===== config.mk =====
export PLATFORM = sky130hd
export DESIGN_NAME = cascaded_pid_two_axis_unit
export DESIGN_NICKNAME = d
export VERILOG_FILES = /design/src/hdl/cpid2_pkg.sv /design/src/hdl/cpid2_mdu.sv /design/src/hdl/cascaded_pid_two_axis_unit.sv
export SDC_FILE = /design/constraint.sdc
export NUM_CORES = 2
export LEC_CHECK = 0
export ABC_AREA = 1
export BUFFER_PORTS_ARGS = -buffer_cell sky130_fd_sc_hd__buf_2
export CAP_MARGIN = 20
export CORE_ASPECT_RATIO = 1.4
export CORE_MARGIN = 2
export CORE_UTILIZATION = 24
export CTS_BUF_LIST = sky130_fd_sc_hd__clkbuf_4 sky130_fd_sc_hd__clkbuf_8 sky130_fd_sc_hd__clkbuf_16
export DETAILED_ROUTE_END_ITERATION = 10
export SYNTH_ARGS = -nofsm -noshare
export SYNTH_HDL_FRONTEND = slang
export SYNTH_SLANG_ARGS = --single-unit

===== constraint.sdc =====
create_clock -name clk_i -period 11.9 [get_ports clk_i]
set_input_delay 2.38 -clock clk_i [delete_from_list [all_inputs] [get_ports clk_i]]
set_output_delay 2.38 -clock clk_i [all_outputs]
set_load 0.005 [all_outputs]

===== src/hdl/cpid2_pkg.sv =====
//------------------------------------------------------------------------------
// cpid2_pkg
// Shared types and constants of the two-axis cascaded PID controller.
//------------------------------------------------------------------------------
package cpid2_pkg;

  // Width of the divisor and remainder in the serial divider
  localparam int DENW = 20;

  // Operation of the shared multiply/divide unit
  typedef enum logic {
    MDU_MULQ,
    MDU_SCALE
  } mdu_op_e;

  // Phase of the shared multiply/divide unit
  typedef enum logic [2:0] {
    MP_IDLE,
    MP_MUL,
    MP_PREP,
    MP_DIV,
    MP_SAT
  } mdu_phase_e;

  // Request from the sequencer to the multiply/divide unit
  typedef struct packed {
    logic    start;
    mdu_op_e op;
    logic    neg;
  } mdu_req_t;

  // Configuration register indexes
  typedef enum logic [2:0] {
    REG_OUTER_KP,
    REG_OUTER_KI,
    REG_OUTER_KD,
    REG_INNER_KP,
    REG_INNER_KI,
    REG_INNER_KD,
    REG_FF_BLEND,
    REG_PERIOD
  } cfg_reg_e;

  // Sequencer states
  typedef enum logic [4:0] {
    ST_IDLE,
    ST_O_ERR,
    ST_O_W,
    ST_O_F,
    ST_O_D1,
    ST_O_D2,
    ST_O_D3,
    ST_O_I1,
    ST_O_I2,
    ST_O_SUM,
    ST_O_RES,
    ST_I_DEM,
    ST_I_DAMP,
    ST_I_D1,
    ST_I_D2,
    ST_I_I1,
    ST_I_I2,
    ST_I_LW,
    ST_I_FF1,
    ST_I_FF2,
    ST_I_SUM,
    ST_I_P1,
    ST_I_P2,
    ST_OUT
  } cpid2_state_e;

endpackage


===== src/hdl/cpid2_mdu.sv =====
//------------------------------------------------------------------------------
// cpid2_mdu
// Bit-serial multiply / divide unit. MULQ returns round(a*b / 2^FRAC_BITS),
// SCALE returns round(a*b / den); both round half away from zero and
// saturate the signed result to DATA_WIDTH bits.
//------------------------------------------------------------------------------
module cpid2_mdu #(
  parameter int DATA_WIDTH = 32,
  parameter int FRAC_BITS  = 16
) (
  input  logic                                  clk_i,
  input  logic                                  rst_ni,
  input  cpid2_pkg::mdu_req_t                   req_i,
  input  logic [((DATA_WIDTH > 32) ? DATA_WIDTH : 32)-1:0] a_i,
  input  logic [((DATA_WIDTH > 32) ? DATA_WIDTH : 32)-1:0] b_i,
  input  logic [cpid2_pkg::DENW-1:0]            den_i,
  output logic                                  done_o,
  output logic signed [DATA_WIDTH-1:0]          res_o
);
  import cpid2_pkg::*;

  localparam int OW = (DATA_WIDTH > 32) ? DATA_WIDTH : 32;
  localparam int PW = 2 * OW;
  localparam int SW = DATA_WIDTH + 21;
  localparam int CW = $clog2(SW + 1);
  localparam logic [PW:0]   RndInc = (PW+1)'(1) << (FRAC_BITS - 1);
  localparam logic [PW-1:0] MagMax = PW'((longint'(1) << (DATA_WIDTH - 1)) - 1);
  localparam logic [PW-1:0] MagMin = MagMax + PW'(1);

  mdu_phase_e            ph_q, ph_d;
  logic                  done_q, done_d;
  logic [CW-1:0]         cnt_q, cnt_d;
  logic [OW-1:0]         a_q, a_d, m_q, m_d;
  logic [PW-1:0]         p_q, p_d, mag_q, mag_d;
  logic [DENW-1:0]       den_q, den_d, r_q, r_d;
  logic                  neg_q, neg_d;
  mdu_op_e               op_q, op_d;
  logic [SW-1:0]         n_q, n_d;
  logic signed [DATA_WIDTH-1:0] res_q, res_d;

  logic [OW:0]           sum;
  logic [PW:0]           rnd;
  logic [DENW:0]         rem2;
  logic [PW-1:0]         mv;

  // Step the multiply, divide and saturate phases
  always_comb begin
    ph_d   = ph_q;
    cnt_d  = cnt_q;
    a_d    = a_q;
    m_d    = m_q;
    p_d    = p_q;
    mag_d  = mag_q;
    den_d  = den_q;
    r_d    = r_q;
    neg_d  = neg_q;
    op_d   = op_q;
    n_d    = n_q;
    res_d  = res_q;
    done_d = 1'b0;
    sum    = {1'b0, p_q[PW-1:OW]} + (m_q[0] ? {1'b0, a_q} : '0);
    rnd    = {1'b0, p_q} + RndInc;
    rem2   = {r_q, n_q[SW-1]};
    mv     = (op_q == MDU_SCALE) ? PW'(n_q) : mag_q;
    unique case (ph_q)
      MP_IDLE: begin
        if (req_i.start) begin
          a_d   = a_i;
          m_d   = b_i;
          p_d   = '0;
          den_d = den_i;
          neg_d = req_i.neg;
          op_d  = req_i.op;
          cnt_d = '0;
          ph_d  = MP_MUL;
        end
      end
      MP_MUL: begin
        p_d   = {sum, p_q[OW-1:1]};
        m_d   = m_q >> 1;
        cnt_d = cnt_q + CW'(1);
        if (cnt_q == CW'(OW - 1)) begin
          ph_d = MP_PREP;
        end
      end
      MP_PREP: begin
        if (op_q == MDU_MULQ) begin
          mag_d = PW'(rnd >> FRAC_BITS);
          ph_d  = MP_SAT;
        end else begin
          n_d   = SW'(p_q) + SW'(den_q >> 1);
          r_d   = '0;
          cnt_d = '0;
          ph_d  = MP_DIV;
        end
      end
      MP_DIV: begin
        // One restoring division step per cycle
        if (rem2 >= {1'b0, den_q}) begin
          r_d = DENW'(rem2 - {1'b0, den_q});
          n_d = {n_q[SW-2:0], 1'b1};
        end else begin
          r_d = rem2[DENW-1:0];
          n_d = {n_q[SW-2:0], 1'b0};
        end
        cnt_d = cnt_q + CW'(1);
        if (cnt_q == CW'(SW - 1)) begin
          ph_d = MP_SAT;
        end
      end
      MP_SAT: begin
        if (neg_q) begin
          res_d = (mv > MagMin) ? {1'b1, {(DATA_WIDTH-1){1'b0}}} : -mv[DATA_WIDTH-1:0];
        end else begin
          res_d = (mv > MagMax) ? {1'b0, {(DATA_WIDTH-1){1'b1}}} : mv[DATA_WIDTH-1:0];
        end
        done_d = 1'b1;
        ph_d   = MP_IDLE;
      end
      default: ph_d = MP_IDLE;
    endcase
  end

  // Control registers
  always_ff @(posedge clk_i or negedge rst_ni) begin
    if (!rst_ni) begin
      ph_q   <= MP_IDLE;
      done_q <= 1'b0;
    end else begin
      ph_q   <= ph_d;
      done_q <= done_d;
    end
  end

  // Datapath registers
  always_ff @(posedge clk_i) begin
    cnt_q <= cnt_d;
    a_q   <= a_d;
    m_q   <= m_d;
    p_q   <= p_d;
    mag_q <= mag_d;
    den_q <= den_d;
    r_q   <= r_d;
    neg_q <= neg_d;
    op_q  <= op_d;
    n_q   <= n_d;
    res_q <= res_d;
  end

  assign done_o = done_q;
  assign res_o  = res_q;

endmodule


===== src/hdl/cascaded_pid_two_axis_unit.sv =====
//------------------------------------------------------------------------------
// cascaded_pid_two_axis_unit
// Two-axis cascaded PID controller in signed fixed point, one loop per item.
//------------------------------------------------------------------------------
// An item with tuser 0 runs the outer position loop on both axes, an item with
// tuser 1 runs the inner rate loop; one result transfer follows each item.
// All products and scalings go through a single bit-serial multiply/divide
// unit. The outer loop does 5 MULQ and 3 scalings per axis, the inner loop
// 7 MULQ and 3 scalings per axis.
// The input side takes a new item as soon as the sequencer is idle, even while
// the previous result still waits in the output register.
module cascaded_pid_two_axis_unit #(
  parameter int FRAC_BITS  = 16,
  parameter int DATA_WIDTH = 32
) (
  input  logic         clk_i,
  input  logic         rst_ni,
  // Input stream
  input  logic         s_axis_tvalid,
  output logic         s_axis_tready,
  // tdata: target_x, target_y, pos_x, pos_y, gyro_x, gyro_y (32 bits each)
  input  logic [191:0] s_axis_tdata,
  // tuser: cmd
  input  logic         s_axis_tuser,
  // Result stream
  output logic         m_axis_tvalid,
  input  logic         m_axis_tready,
  // tdata: drive_x, drive_y (32 bits each)
  output logic [63:0]  m_axis_tdata,
  // tuser: loop_id
  output logic         m_axis_tuser,
  // Configuration port
  input  logic         psel,
  input  logic         penable,
  input  logic         pwrite,
  input  logic [5:0]   paddr,
  input  logic [63:0]  pwdata,
  output logic [63:0]  prdata,
  output logic         pready
);
  import cpid2_pkg::*;

  localparam int DW = DATA_WIDTH;
  localparam int XW = DATA_WIDTH + 10;
  localparam int OW = (DATA_WIDTH > 32) ? DATA_WIDTH : 32;

  localparam longint One   = longint'(1) << FRAC_BITS;
  localparam longint DwMax = (longint'(1) << (DATA_WIDTH - 1)) - 1;
  localparam longint Qc65  = (65 * One * 2 + 100) / 200;
  localparam longint Qc35  = (35 * One * 2 + 100) / 200;
  localparam longint Qc45  = (45 * One * 2 + 100) / 200;
  localparam longint Qc55  = (55 * One * 2 + 100) / 200;

  localparam logic signed [XW-1:0] OneX   = XW'(One);
  localparam logic signed [XW-1:0] DwMaxX = XW'(DwMax);
  localparam logic signed [XW-1:0] DwMinX = -DwMaxX - XW'(1);
  localparam logic signed [XW-1:0] Lim8X  = XW'(8 * One);
  localparam logic signed [XW-1:0] Lim10X = XW'(10 * One);
  localparam logic signed [XW-1:0] Lim30X = XW'(30 * One);
  localparam logic signed [XW-1:0] Lim60X = XW'(60 * One);
  localparam logic signed [XW-1:0] Qc65X  = XW'(Qc65);
  localparam logic signed [XW-1:0] Qc45X  = XW'(Qc45);
  localparam logic signed [XW-1:0] Max32X = XW'(longint'(32'h7FFF_FFFF));
  localparam logic signed [XW-1:0] Min32X = -Max32X - XW'(1);
  localparam logic [OW-1:0]        Qc35W  = OW'(Qc35);
  localparam logic [OW-1:0]        Qc55W  = OW'(Qc55);
  localparam logic [OW-1:0]        Num1   = OW'(1);
  localparam logic [OW-1:0]        Num2k  = OW'(2000);
  localparam logic [OW-1:0]        Num5k  = OW'(5000);
  localparam logic [DENW-1:0]      Den5   = DENW'(5);
  localparam logic [DENW-1:0]      DenMeg = DENW'(1000000);

  // Saturate a wide value to DATA_WIDTH bits
  function automatic logic signed [DW-1:0] sat_x(input logic signed [XW-1:0] v);
    logic signed [DW-1:0] r;
    if (v > DwMaxX) begin
      r = DwMaxX[DW-1:0];
    end else if (v < DwMinX) begin
      r = DwMinX[DW-1:0];
    end else begin
      r = v[DW-1:0];
    end
    return r;
  endfunction

  function automatic logic signed [XW-1:0] ext(input logic signed [DW-1:0] v);
    return XW'(v);
  endfunction

  function automatic logic signed [XW-1:0] clamp_x(input logic signed [XW-1:0] v,
                                                   input logic signed [XW-1:0] lo,
                                                   input logic signed [XW-1:0] hi);
    logic signed [XW-1:0] r;
    if (v > hi) begin
      r = hi;
    end else if (v < lo) begin
      r = lo;
    end else begin
      r = v;
    end
    return r;
  endfunction

  function automatic logic [OW-1:0] mag_x(input logic signed [XW-1:0] v);
    logic signed [XW-1:0] a;
    a = v[XW-1] ? -v : v;
    return a[OW-1:0];
  endfunction

  function automatic logic [31:0] out32(input logic signed [DW-1:0] v);
    logic signed [XW-1:0] c;
    c = clamp_x(ext(v), Min32X, Max32X);
    return c[31:0];
  endfunction

  // Configuration registers
  logic [63:0] okp_q, oki_q, okd_q, ikp_q, iki_q, ikd_q;
  logic [16:0] fb_q;
  logic [15:0] per_q;

  // Sequencer and per-axis state
  cpid2_state_e state_q, state_d;
  logic         ax_q, ax_d, run_q, run_d;
  logic         cmd_q, cmd_d;
  logic [191:0] in_q, in_d;
  logic signed [DW-1:0] err_q, err_d, w_q, w_d, d_q, d_d, ig_q, ig_d;
  logic signed [DW-1:0] s_q, s_d, t_q, t_d, dem_q, dem_d, g_q, g_d;
  logic signed [XW-1:0] f_q, f_d;
  logic signed [DW-1:0] oint_q [2], oint_d [2], perr_q [2], perr_d [2];
  logic signed [DW-1:0] ores_q [2], ores_d [2], owgt_q [2], owgt_d [2];
  logic signed [DW-1:0] iint_q [2], iint_d [2], pgyr_q [2], pgyr_d [2];
  logic [31:0]  drv_q [2], drv_d [2];
  logic         out_valid_q, out_valid_d, out_user_q, out_user_d;
  logic [63:0]  out_data_q, out_data_d;

  // Multiply/divide unit handshake
  mdu_req_t             req;
  logic [OW-1:0]        mdu_a, mdu_b;
  logic [DENW-1:0]      mdu_den;
  logic                 mdu_done, use_mdu, fin;
  logic signed [DW-1:0] mdu_res;

  // Axis operands
  logic [31:0]          kp_o, ki_o, kd_o, kp_i, ki_i, kd_i;
  logic [DENW-1:0]      per;
  logic signed [XW-1:0] fbx, rx, tmp_x, ec_x, dem_x;
  logic signed [DW-1:0] de, damp_in, g_in, tmp_dw;
  logic                 in_acc, cfg_wr;

  assign kp_o    = ax_q ? okp_q[63:32] : okp_q[31:0];
  assign ki_o    = ax_q ? oki_q[63:32] : oki_q[31:0];
  assign kd_o    = ax_q ? okd_q[63:32] : okd_q[31:0];
  assign kp_i    = ax_q ? ikp_q[63:32] : ikp_q[31:0];
  assign ki_i    = ax_q ? iki_q[63:32] : iki_q[31:0];
  assign kd_i    = ax_q ? ikd_q[63:32] : ikd_q[31:0];
  assign per     = (per_q == 16'd0) ? DENW'(1) : DENW'(per_q);
  assign fbx     = clamp_x(XW'(fb_q), '0, OneX);
  assign rx      = ext(mdu_res);
  assign ec_x    = clamp_x(ext(err_q), -Lim10X, Lim10X);
  assign de      = sat_x(ext(err_q) - ext(perr_q[ax_q]));
  assign damp_in = sat_x(ext(g_q) - ext(pgyr_q[ax_q]));
  assign g_in    = sat_x(XW'(signed'(ax_q ? in_q[191:160] : in_q[159:128])));
  assign dem_x   = clamp_x(ext(sat_x(ext(ores_q[ax_q]) <<< 1)), -Lim60X, Lim60X);
  assign in_acc  = s_axis_tvalid && s_axis_tready;

  // Sequence the loop steps for each axis
  always_comb begin
    state_d     = state_q;
    ax_d        = ax_q;
    cmd_d       = cmd_q;
    in_d        = in_q;
    err_d       = err_q;
    w_d         = w_q;
    d_d         = d_q;
    ig_d        = ig_q;
    s_d         = s_q;
    t_d         = t_q;
    dem_d       = dem_q;
    g_d         = g_q;
    f_d         = f_q;
    oint_d      = oint_q;
    perr_d      = perr_q;
    ores_d      = ores_q;
    owgt_d      = owgt_q;
    iint_d      = iint_q;
    pgyr_d      = pgyr_q;
    drv_d       = drv_q;
    out_valid_d = out_valid_q && !m_axis_tready;
    out_user_d  = out_user_q;
    out_data_d  = out_data_q;
    use_mdu     = 1'b0;
    req.op      = MDU_MULQ;
    req.neg     = 1'b0;
    mdu_a       = '0;
    mdu_b       = '0;
    mdu_den     = Den5;
    tmp_x       = '0;
    tmp_dw      = '0;
    fin         = run_q && mdu_done;
    unique case (state_q)
      ST_IDLE: begin
        if (in_acc) begin
          cmd_d   = s_axis_tuser;
          in_d    = s_axis_tdata;
          ax_d    = 1'b0;
          state_d = s_axis_tuser ? ST_I_DEM : ST_O_ERR;
        end
      end
      // Outer position loop
      ST_O_ERR: begin
        err_d   = sat_x(ext(sat_x(XW'(signed'(ax_q ? in_q[63:32] : in_q[31:0]))))
                      - ext(sat_x(XW'(signed'(ax_q ? in_q[127:96] : in_q[95:64])))));
        state_d = ST_O_W;
      end
      ST_O_W: begin
        use_mdu = 1'b1;
        req.op  = MDU_SCALE;
        mdu_a   = mag_x(ext(err_q));
        mdu_b   = Num1;
        mdu_den = Den5;
        if (fin) begin
          w_d     = mdu_res;
          state_d = ST_O_F;
        end
      end
      ST_O_F: begin
        use_mdu = 1'b1;
        mdu_a   = Qc35W;
        mdu_b   = mag_x(ext(w_q));
        if (fin) begin
          f_d     = ext(sat_x(Qc65X + rx));
          state_d = ST_O_D1;
        end
      end
      ST_O_D1: begin
        use_mdu = 1'b1;
        mdu_a   = OW'(kd_o);
        mdu_b   = mag_x(ext(de));
        req.neg = de[DW-1];
        if (fin) begin
          d_d     = mdu_res;
          state_d = ST_O_D2;
        end
      end
      ST_O_D2: begin
        use_mdu = 1'b1;
        req.op  = MDU_SCALE;
        mdu_a   = mag_x(ext(d_q));
        mdu_b   = Num5k;
        mdu_den = per;
        req.neg = d_q[DW-1];
        if (fin) begin
          d_d     = mdu_res;
          state_d = ST_O_D3;
        end
      end
      ST_O_D3: begin
        use_mdu = 1'b1;
        mdu_a   = mag_x(ext(d_q));
        mdu_b   = mag_x(f_q);
        req.neg = d_q[DW-1] ^ f_q[XW-1];
        if (fin) begin
          d_d     = mdu_res;
          state_d = ST_O_I1;
        end
      end
      ST_O_I1: begin
        use_mdu = 1'b1;
        mdu_a   = OW'(ki_o);
        mdu_b   = mag_x(ext(err_q));
        req.neg = err_q[DW-1];
        if (fin) begin
          ig_d    = mdu_res;
          state_d = ST_O_I2;
        end
      end
      ST_O_I2: begin
        use_mdu = 1'b1;
        req.op  = MDU_SCALE;
        mdu_a   = mag_x(ext(ig_q));
        mdu_b   = OW'(per);
        mdu_den = DenMeg;
        req.neg = ig_q[DW-1];
        if (fin) begin
          tmp_dw = sat_x(ext(oint_q[ax_q]) + rx);
          // Drop the integrator once it leaves its window
          if (ext(tmp_dw) > Lim8X || ext(tmp_dw) < -Lim8X) begin
            ig_d = '0;
          end else begin
            ig_d = tmp_dw;
          end
          state_d = ST_O_SUM;
        end
      end
      ST_O_SUM: begin
        s_d     = sat_x(ec_x + ext(d_q) + ext(ig_q));
        state_d = ST_O_RES;
      end
      ST_O_RES: begin
        use_mdu = 1'b1;
        mdu_a   = OW'(kp_o);
        mdu_b   = mag_x(ext(s_q));
        req.neg = s_q[DW-1];
        if (fin) begin
          ores_d[ax_q] = mdu_res;
          oint_d[ax_q] = ig_q;
          perr_d[ax_q] = ec_x[DW-1:0];
          owgt_d[ax_q] = w_q;
          drv_d[ax_q]  = out32(mdu_res);
          ax_d         = 1'b1;
          state_d      = ax_q ? ST_OUT : ST_O_ERR;
        end
      end
      // Inner rate loop
      ST_I_DEM: begin
        g_d     = g_in;
        dem_d   = dem_x[DW-1:0];
        err_d   = sat_x(dem_x + ext(g_in));
        state_d = ST_I_DAMP;
      end
      ST_I_DAMP: begin
        use_mdu = 1'b1;
        req.op  = MDU_SCALE;
        mdu_a   = mag_x(ext(damp_in));
        mdu_b   = Num2k;
        mdu_den = per;
        req.neg = damp_in[DW-1];
        if (fin) begin
          d_d     = mdu_res;
          state_d = ST_I_D1;
        end
      end
      ST_I_D1: begin
        // Negate the damping term through the sign
        use_mdu = 1'b1;
        mdu_a   = OW'(kd_i);
        mdu_b   = mag_x(ext(d_q));
        req.neg = !d_q[DW-1];
        if (fin) begin
          d_d     = mdu_res;
          state_d = ST_I_D2;
        end
      end
      ST_I_D2: begin
        use_mdu = 1'b1;
        req.op  = MDU_SCALE;
        mdu_a   = mag_x(ext(d_q));
        mdu_b   = Num2k;
        mdu_den = per;
        req.neg = d_q[DW-1];
        if (fin) begin
          d_d     = mdu_res;
          state_d = ST_I_I1;
        end
      end
      ST_I_I1: begin
        use_mdu = 1'b1;
        mdu_a   = OW'(ki_i);
        mdu_b   = mag_x(ext(err_q));
        req.neg = err_q[DW-1];
        if (fin) begin
          ig_d    = mdu_res;
          state_d = ST_I_I2;
        end
      end
      ST_I_I2: begin
        use_mdu = 1'b1;
        req.op  = MDU_SCALE;
        mdu_a   = mag_x(ext(ig_q));
        mdu_b   = OW'(per);
        mdu_den = DenMeg;
        req.neg = ig_q[DW-1];
        if (fin) begin
          tmp_x   = clamp_x(ext(sat_x(ext(iint_q[ax_q]) + rx)), -Lim30X, Lim30X);
          ig_d    = tmp_x[DW-1:0];
          state_d = ST_I_LW;
        end
      end
      ST_I_LW: begin
        use_mdu = 1'b1;
        mdu_a   = Qc55W;
        mdu_b   = mag_x(ext(owgt_q[ax_q]));
        req.neg = owgt_q[ax_q][DW-1];
        if (fin) begin
          f_d     = clamp_x(Qc45X + rx, '0, OneX);
          state_d = ST_I_FF1;
        end
      end
      ST_I_FF1: begin
        use_mdu = 1'b1;
        mdu_a   = mag_x(fbx);
        mdu_b   = mag_x(f_q);
        if (fin) begin
          f_d     = rx;
          state_d = ST_I_FF2;
        end
      end
      ST_I_FF2: begin
        use_mdu = 1'b1;
        mdu_a   = mag_x(f_q);
        mdu_b   = mag_x(ext(dem_q));
        req.neg = f_q[XW-1] ^ dem_q[DW-1];
        if (fin) begin
          f_d     = rx;
          state_d = ST_I_SUM;
        end
      end
      ST_I_SUM: begin
        s_d     = sat_x(ext(err_q) + ext(d_q) + ext(ig_q));
        state_d = ST_I_P1;
      end
      ST_I_P1: begin
        use_mdu = 1'b1;
        mdu_a   = mag_x(OneX - fbx);
        mdu_b   = OW'(kp_i);
        if (fin) begin
          t_d     = mdu_res;
          state_d = ST_I_P2;
        end
      end
      ST_I_P2: begin
        use_mdu = 1'b1;
        mdu_a   = mag_x(ext(t_q));
        mdu_b   = mag_x(ext(s_q));
        req.neg = t_q[DW-1] ^ s_q[DW-1];
        if (fin) begin
          tmp_dw       = sat_x(f_q + rx);
          iint_d[ax_q] = ig_q;
          pgyr_d[ax_q] = g_q;
          drv_d[ax_q]  = out32(tmp_dw);
          ax_d         = 1'b1;
          state_d      = ax_q ? ST_OUT : ST_I_DEM;
        end
      end
      // Hand the result to the output register once it is free
      ST_OUT: begin
        if (!out_valid_q || m_axis_tready) begin
          out_valid_d = 1'b1;
          out_user_d  = cmd_q;
          out_data_d  = {drv_q[1], drv_q[0]};
          ax_d        = 1'b0;
          state_d     = ST_IDLE;
        end
      end
      default: state_d = ST_IDLE;
    endcase
    req.start = use_mdu && !run_q;
    run_d     = use_mdu ? (run_q ? !mdu_done : 1'b1) : run_q;
  end

  cpid2_mdu #(
    .DATA_WIDTH(DATA_WIDTH),
    .FRAC_BITS (FRAC_BITS)
  ) u_mdu (
    .clk_i (clk_i),
    .rst_ni(rst_ni),
    .req_i (req),
    .a_i   (mdu_a),
    .b_i   (mdu_b),
    .den_i (mdu_den),
    .done_o(mdu_done),
    .res_o (mdu_res)
  );

  // Control and loop state registers
  always_ff @(posedge clk_i or negedge rst_ni) begin
    if (!rst_ni) begin
      state_q     <= ST_IDLE;
      ax_q        <= 1'b0;
      run_q       <= 1'b0;
      out_valid_q <= 1'b0;
      oint_q      <= '{default: '0};
      perr_q      <= '{default: '0};
      ores_q      <= '{default: '0};
      owgt_q      <= '{default: '0};
      iint_q      <= '{default: '0};
      pgyr_q      <= '{default: '0};
    end else begin
      state_q     <= state_d;
      ax_q        <= ax_d;
      run_q       <= run_d;
      out_valid_q <= out_valid_d;
      oint_q      <= oint_d;
      perr_q      <= perr_d;
      ores_q      <= ores_d;
      owgt_q      <= owgt_d;
      iint_q      <= iint_d;
      pgyr_q      <= pgyr_d;
    end
  end

  // Working registers
  always_ff @(posedge clk_i) begin
    cmd_q      <= cmd_d;
    in_q       <= in_d;
    err_q      <= err_d;
    w_q        <= w_d;
    d_q        <= d_d;
    ig_q       <= ig_d;
    s_q        <= s_d;
    t_q        <= t_d;
    dem_q      <= dem_d;
    g_q        <= g_d;
    f_q        <= f_d;
    drv_q      <= drv_d;
    out_user_q <= out_user_d;
    out_data_q <= out_data_d;
  end

  // Configuration writes
  assign cfg_wr = psel && penable && pwrite;

  always_ff @(posedge clk_i or negedge rst_ni) begin
    if (!rst_ni) begin
      okp_q <= '0;
      oki_q <= '0;
      okd_q <= '0;
      ikp_q <= '0;
      iki_q <= '0;
      ikd_q <= '0;
      fb_q  <= '0;
      per_q <= 16'd2000;
    end else if (cfg_wr) begin
      unique case (cfg_reg_e'(paddr[5:3]))
        REG_OUTER_KP: okp_q <= pwdata;
        REG_OUTER_KI: oki_q <= pwdata;
        REG_OUTER_KD: okd_q <= pwdata;
        REG_INNER_KP: ikp_q <= pwdata;
        REG_INNER_KI: iki_q <= pwdata;
        REG_INNER_KD: ikd_q <= pwdata;
        REG_FF_BLEND: fb_q  <= pwdata[16:0];
        REG_PERIOD:   per_q <= pwdata[15:0];
        default:      per_q <= per_q;
      endcase
    end
  end

  // Register read back
  always_comb begin
    unique case (cfg_reg_e'(paddr[5:3]))
      REG_OUTER_KP: prdata = okp_q;
      REG_OUTER_KI: prdata = oki_q;
      REG_OUTER_KD: prdata = okd_q;
      REG_INNER_KP: prdata = ikp_q;
      REG_INNER_KI: prdata = iki_q;
      REG_INNER_KD: prdata = ikd_q;
      REG_FF_BLEND: prdata = {47'd0, fb_q};
      REG_PERIOD:   prdata = {48'd0, per_q};
      default:      prdata = '0;
    endcase
  end

  assign pready        = 1'b1;
  assign s_axis_tready = (state_q == ST_IDLE);
  assign m_axis_tvalid = out_valid_q;
  assign m_axis_tdata  = out_data_q;
  assign m_axis_tuser  = out_user_q;

endmodule


==> impl_metrics.env <==
export IMPL_cpMostUsedCell="nand2_1"
export IMPL_cts_sinks=1731
export IMPL_arrival_ps=10060
export IMPL_yosysTopAreaCell="edfxtp_1"
export IMPL_worstReg2RegStart="err_q[0]"
export IMPL_drt_iter0_markers=10600
export IMPL_clkTransAtPathRegs_ps=70
export IMPL_grt_pass1_vias=97300
export IMPL_vdd_drop_max_mv=0.228
export IMPL_ys_ff_latch=1731
export IMPL_utilization=0.277
export IMPL_ctsResizeCount=0
export IMPL_cts_root_buf="clkbuf_16"
export IMPL_path_delay_family="simple AND/OR/NAND/NOR gates"
export IMPL_syn_avg_cell_area_sq_um=7.84
export IMPL_cp_slowest_cell="edfxtp_1"
export IMPL_fp_dieH_microns=806
export IMPL_initial_core_util=0.241
export IMPL_port_buffers=397
export IMPL_final_max_slew_viol_count=0
export IMPL_cp_max_fo=29
export IMPL_hold_class="flip-flop to flip-flop"
export IMPL_final_nets=15100
export IMPL_drc=0
export IMPL_crit_type="flip-flop to flip-flop"
export IMPL_grt_busiest_layer="met2"
export IMPL_antenna_found_initial=72
export IMPL_htreeDepth=4
export IMPL_setup_viol=0
export IMPL_r2r_slack_ps=2630
export IMPL_synth_top_family_by_area="simple AND/OR/NAND/NOR gates"
export IMPL_end_kind="flip-flop"
export IMPL_via_per_inst=5.00
export IMPL_grtUsageMet3=0.0360
export IMPL_cts_buffer_depth=4
export IMPL_io_pins=402
export IMPL_timing_critical_path_buf_inv=5
export IMPL_wirelength_microns=493000
export IMPL_tns_ps=0
export IMPL_skew_ps=150
export IMPL_drv_cap=0
export IMPL_synth_xor_area_frac=0.0415
export IMPL_whs_endpoint="m_axis_tdata[58]"
export IMPL_slew_headroom=0.102
export IMPL_synth_flop_cell="edfxtp_1"
export IMPL_place_ws_ps=2940
export IMPL_cts_buffers=194
export IMPL_synth_area_mux_share=0.00681
export IMPL_grtUsageMet1=0.240
export IMPL_yosys_area_share_adder=0.0575
export IMPL_grt_pass1_wl_microns=693000
export IMPL_critPathRequiredTime_ps=12690
export IMPL_cts_tree="done"
export IMPL_postCtsHoldBufs=0
export IMPL_synth_area_top_cells="edfxtp_1 25%, dfrtp_1 18%, nand2_1 13%"
export IMPL_hold_depth=0
export IMPL_dr_pass1_iters=7
export IMPL_core_sq_mm=0.458
export IMPL_die_w_microns=577
export IMPL_grt_usage=0.205
export IMPL_gp_congestion=1.07
export IMPL_ant_nets=0
export IMPL_grt_max_degree=156
export IMPL_post_route_worst_setup_slack_ps=2630
export IMPL_startpoint_type="flip-flop"
export IMPL_synthSimpleGateAreaFrac=0.222
export IMPL_yosysSeqAreaShare=0.435
export IMPL_tightest_slew_ps=1350
export IMPL_leakage_nw=54.8
export IMPL_ys_types=87
export IMPL_area_growth_pct=14.9
export IMPL_rows=294
export IMPL_reg2reg_depth=39
export IMPL_rsz0062_at_grt="false"
export IMPL_via_count=103000
export IMPL_max_stage_delay_ps=630
export IMPL_hold_violations=0
export IMPL_synth_compound_area_share=0.164
export IMPL_wire_per_inst_microns=24.0
export IMPL_period_share=0.779
export IMPL_clk_insertion_delay_late_ps=1000
export IMPL_synthArstFlopShare=0.470
export IMPL_die_area_sq_mm=0.465
export IMPL_syn_area_sq_mm=0.110
export IMPL_syn_inst=14100
export IMPL_synth_edff_count=918
export IMPL_dp_hpwl_microns=381000
export IMPL_p_per_area_mw_per_mm2=239
export IMPL_r2r_end="s_q[29]"
export IMPL_fin_crit_ps=9270
export IMPL_worstHoldStart="drv_q[26]"
export IMPL_yosys_area_top_type_share=0.250
export IMPL_overflow=0
export IMPL_max_freq_mhz=108
export IMPL_status="finished clean"
export IMPL_grtUsageMet2=0.331
export IMPL_cts_setup_buffers=0
export IMPL_yosysWarnings=0
export IMPL_drive_gt1_frac=0.0850
[state kept, by name, indices dropped and copies added (netlist names), 33 cells and up]
name	cells
u_mdu.mag_q	49
owgt_q	64
m_axis_tdata	64
ikp_q	64
perr_q	64
okp_q	64
in_q	192
iki_q	64
oint_q	64
pgyr_q	64
u_mdu.n_q	53
f_q	33
drv_q	64
okd_q	64
oki_q	64
ikd_q	64
ores_q	64
u_mdu.p_q	64
iint_q	64
[stage by stage]
step / hold WS, ps / power (mW) / area, sq um / cells
floorplan: 400 / 17.9 / 110000 / 14100
global placement: 404 / 23.5 / 120000 / 20200
detailed placement: 405 / 23.6 / 120000 / 20200
CTS: 369 / 30.2 / 126000 / 20500
global route: 372 / 32.0 / 127000 / 20500
finish: 375 / 30.3 / 127000 / 20600
[kinds of logic (layout without fill, tap and decap cells)]
kind of cell | Yosys count | after routing
simple gates | 5970 | 5970
compound gates | 3232 | 3232
buf+inv | 2080 | 2482
other cells | 2 | 49
fa+ha+maj | 461 | 461
flops | 1731 | 1731
xor+xnor | 520 | 520
mux | 75 | 75
[power breakdown]
part / switching, mW / leakage [nW] / total, mW / internal (mW)
logic: 10.7 / 32.4 / 15.0 / 4.27
registers: 0.894 / 19.1 / 8.83 / 7.93
clock network: 2.75 / 3.33 / 6.46 / 3.71
[how the worst max path moves through the flow]
stage                        from  endpoint  cells after the start  slack (ps)
CTS                      err_q[0]   s_q[14]                     39        2920
floorplan           s_axis_tvalid     cmd_q                      2         800
global placement         err_q[0]   s_q[29]                     39        2470
global route             err_q[0]   s_q[30]                     40        1880
finish                   err_q[0]   s_q[29]                     39        2630
detailed placement       err_q[0]   s_q[18]                     39        2940
[final cells by class]
cell class	count	area, sq um
fillers	49900	331000
multi-input cells	10300	54800
flip-flops and latches	1731	47900
well taps	6068	7590
inverters	1486	5590
clock buffers	256	5580
repair buffers	645	4000
clock inverters	95	1120
diodes	46	115
[metal layers]
layer | share of wire | wire, microns
met1 | 0.38 | 188000
met2 | 0.46 | 225000
met3 | 0.074 | 36500
met4 | 0.088 | 43600
met5 | 0.00048 | 238
[synth_stat cells, types with 52 or more instances]
| cell | n |
|---|---|
| nand3_1 | 529 |
| nand4_1 | 136 |
| o21ai_0 | 1497 |
| buf_2 | 94 |
| a31oi_1 | 65 |
| inv_1 | 1458 |
| nor3_1 | 210 |
| nor4_1 | 71 |
| fa_1 | 76 |
| o22ai_1 | 72 |
| nor2_1 | 1119 |
| mux2i_1 | 75 |
| dfrtp_1 | 807 |
| nand2_1 | 3720 |
| ha_1 | 385 |
| a221oi_1 | 72 |
| a21oi_1 | 997 |
| a22oi_1 | 52 |
| o21ai_1 | 56 |
| edfxtp_1 | 918 |
| or2_2 | 66 |
| clkbuf_1 | 437 |
| xnor2_1 | 132 |
| o211ai_1 | 54 |
| o2111ai_1 | 76 |
| xor2_1 | 386 |
[cells in the final DEF, fill, tap and decap left out, types with 52 or more instances in the layout]
cell type,netlist,final
buf_2,94,399
o21ai_0,1497,1490
o21ai_1,56,59
nor4_1,71,69
nor3_1,210,201
nand4_1,136,136
o2111ai_1,76,76
dfrtp_1,807,806
clkbuf_16,0,202
inv_1,1458,1457
a22oi_1,52,52
fa_1,76,76
nand3_1,529,528
or2_2,66,66
buf_4,13,226
a221oi_1,72,70
a21oi_1,997,992
mux2i_1,75,75
o211ai_1,54,54
edfxtp_1,918,918
ha_1,385,385
nand2_1,3720,3712
xor2_1,386,381
o22ai_1,72,72
a31oi_1,65,63
nor2_1,1119,1094
xnor2_1,132,130
[worst reg2reg max path: cells and delay by family, from the launching register on]
kind                     cells  cell delay (ps)
AO/OA/AOI/OAI                8             2260
adder cells (fa/ha/maj)      3             1120
buffers and inverters        5             1080
flip-flops                   1              630
AND/OR/NAND/NOR             23             4030
(Power assumes the default switching activity.)
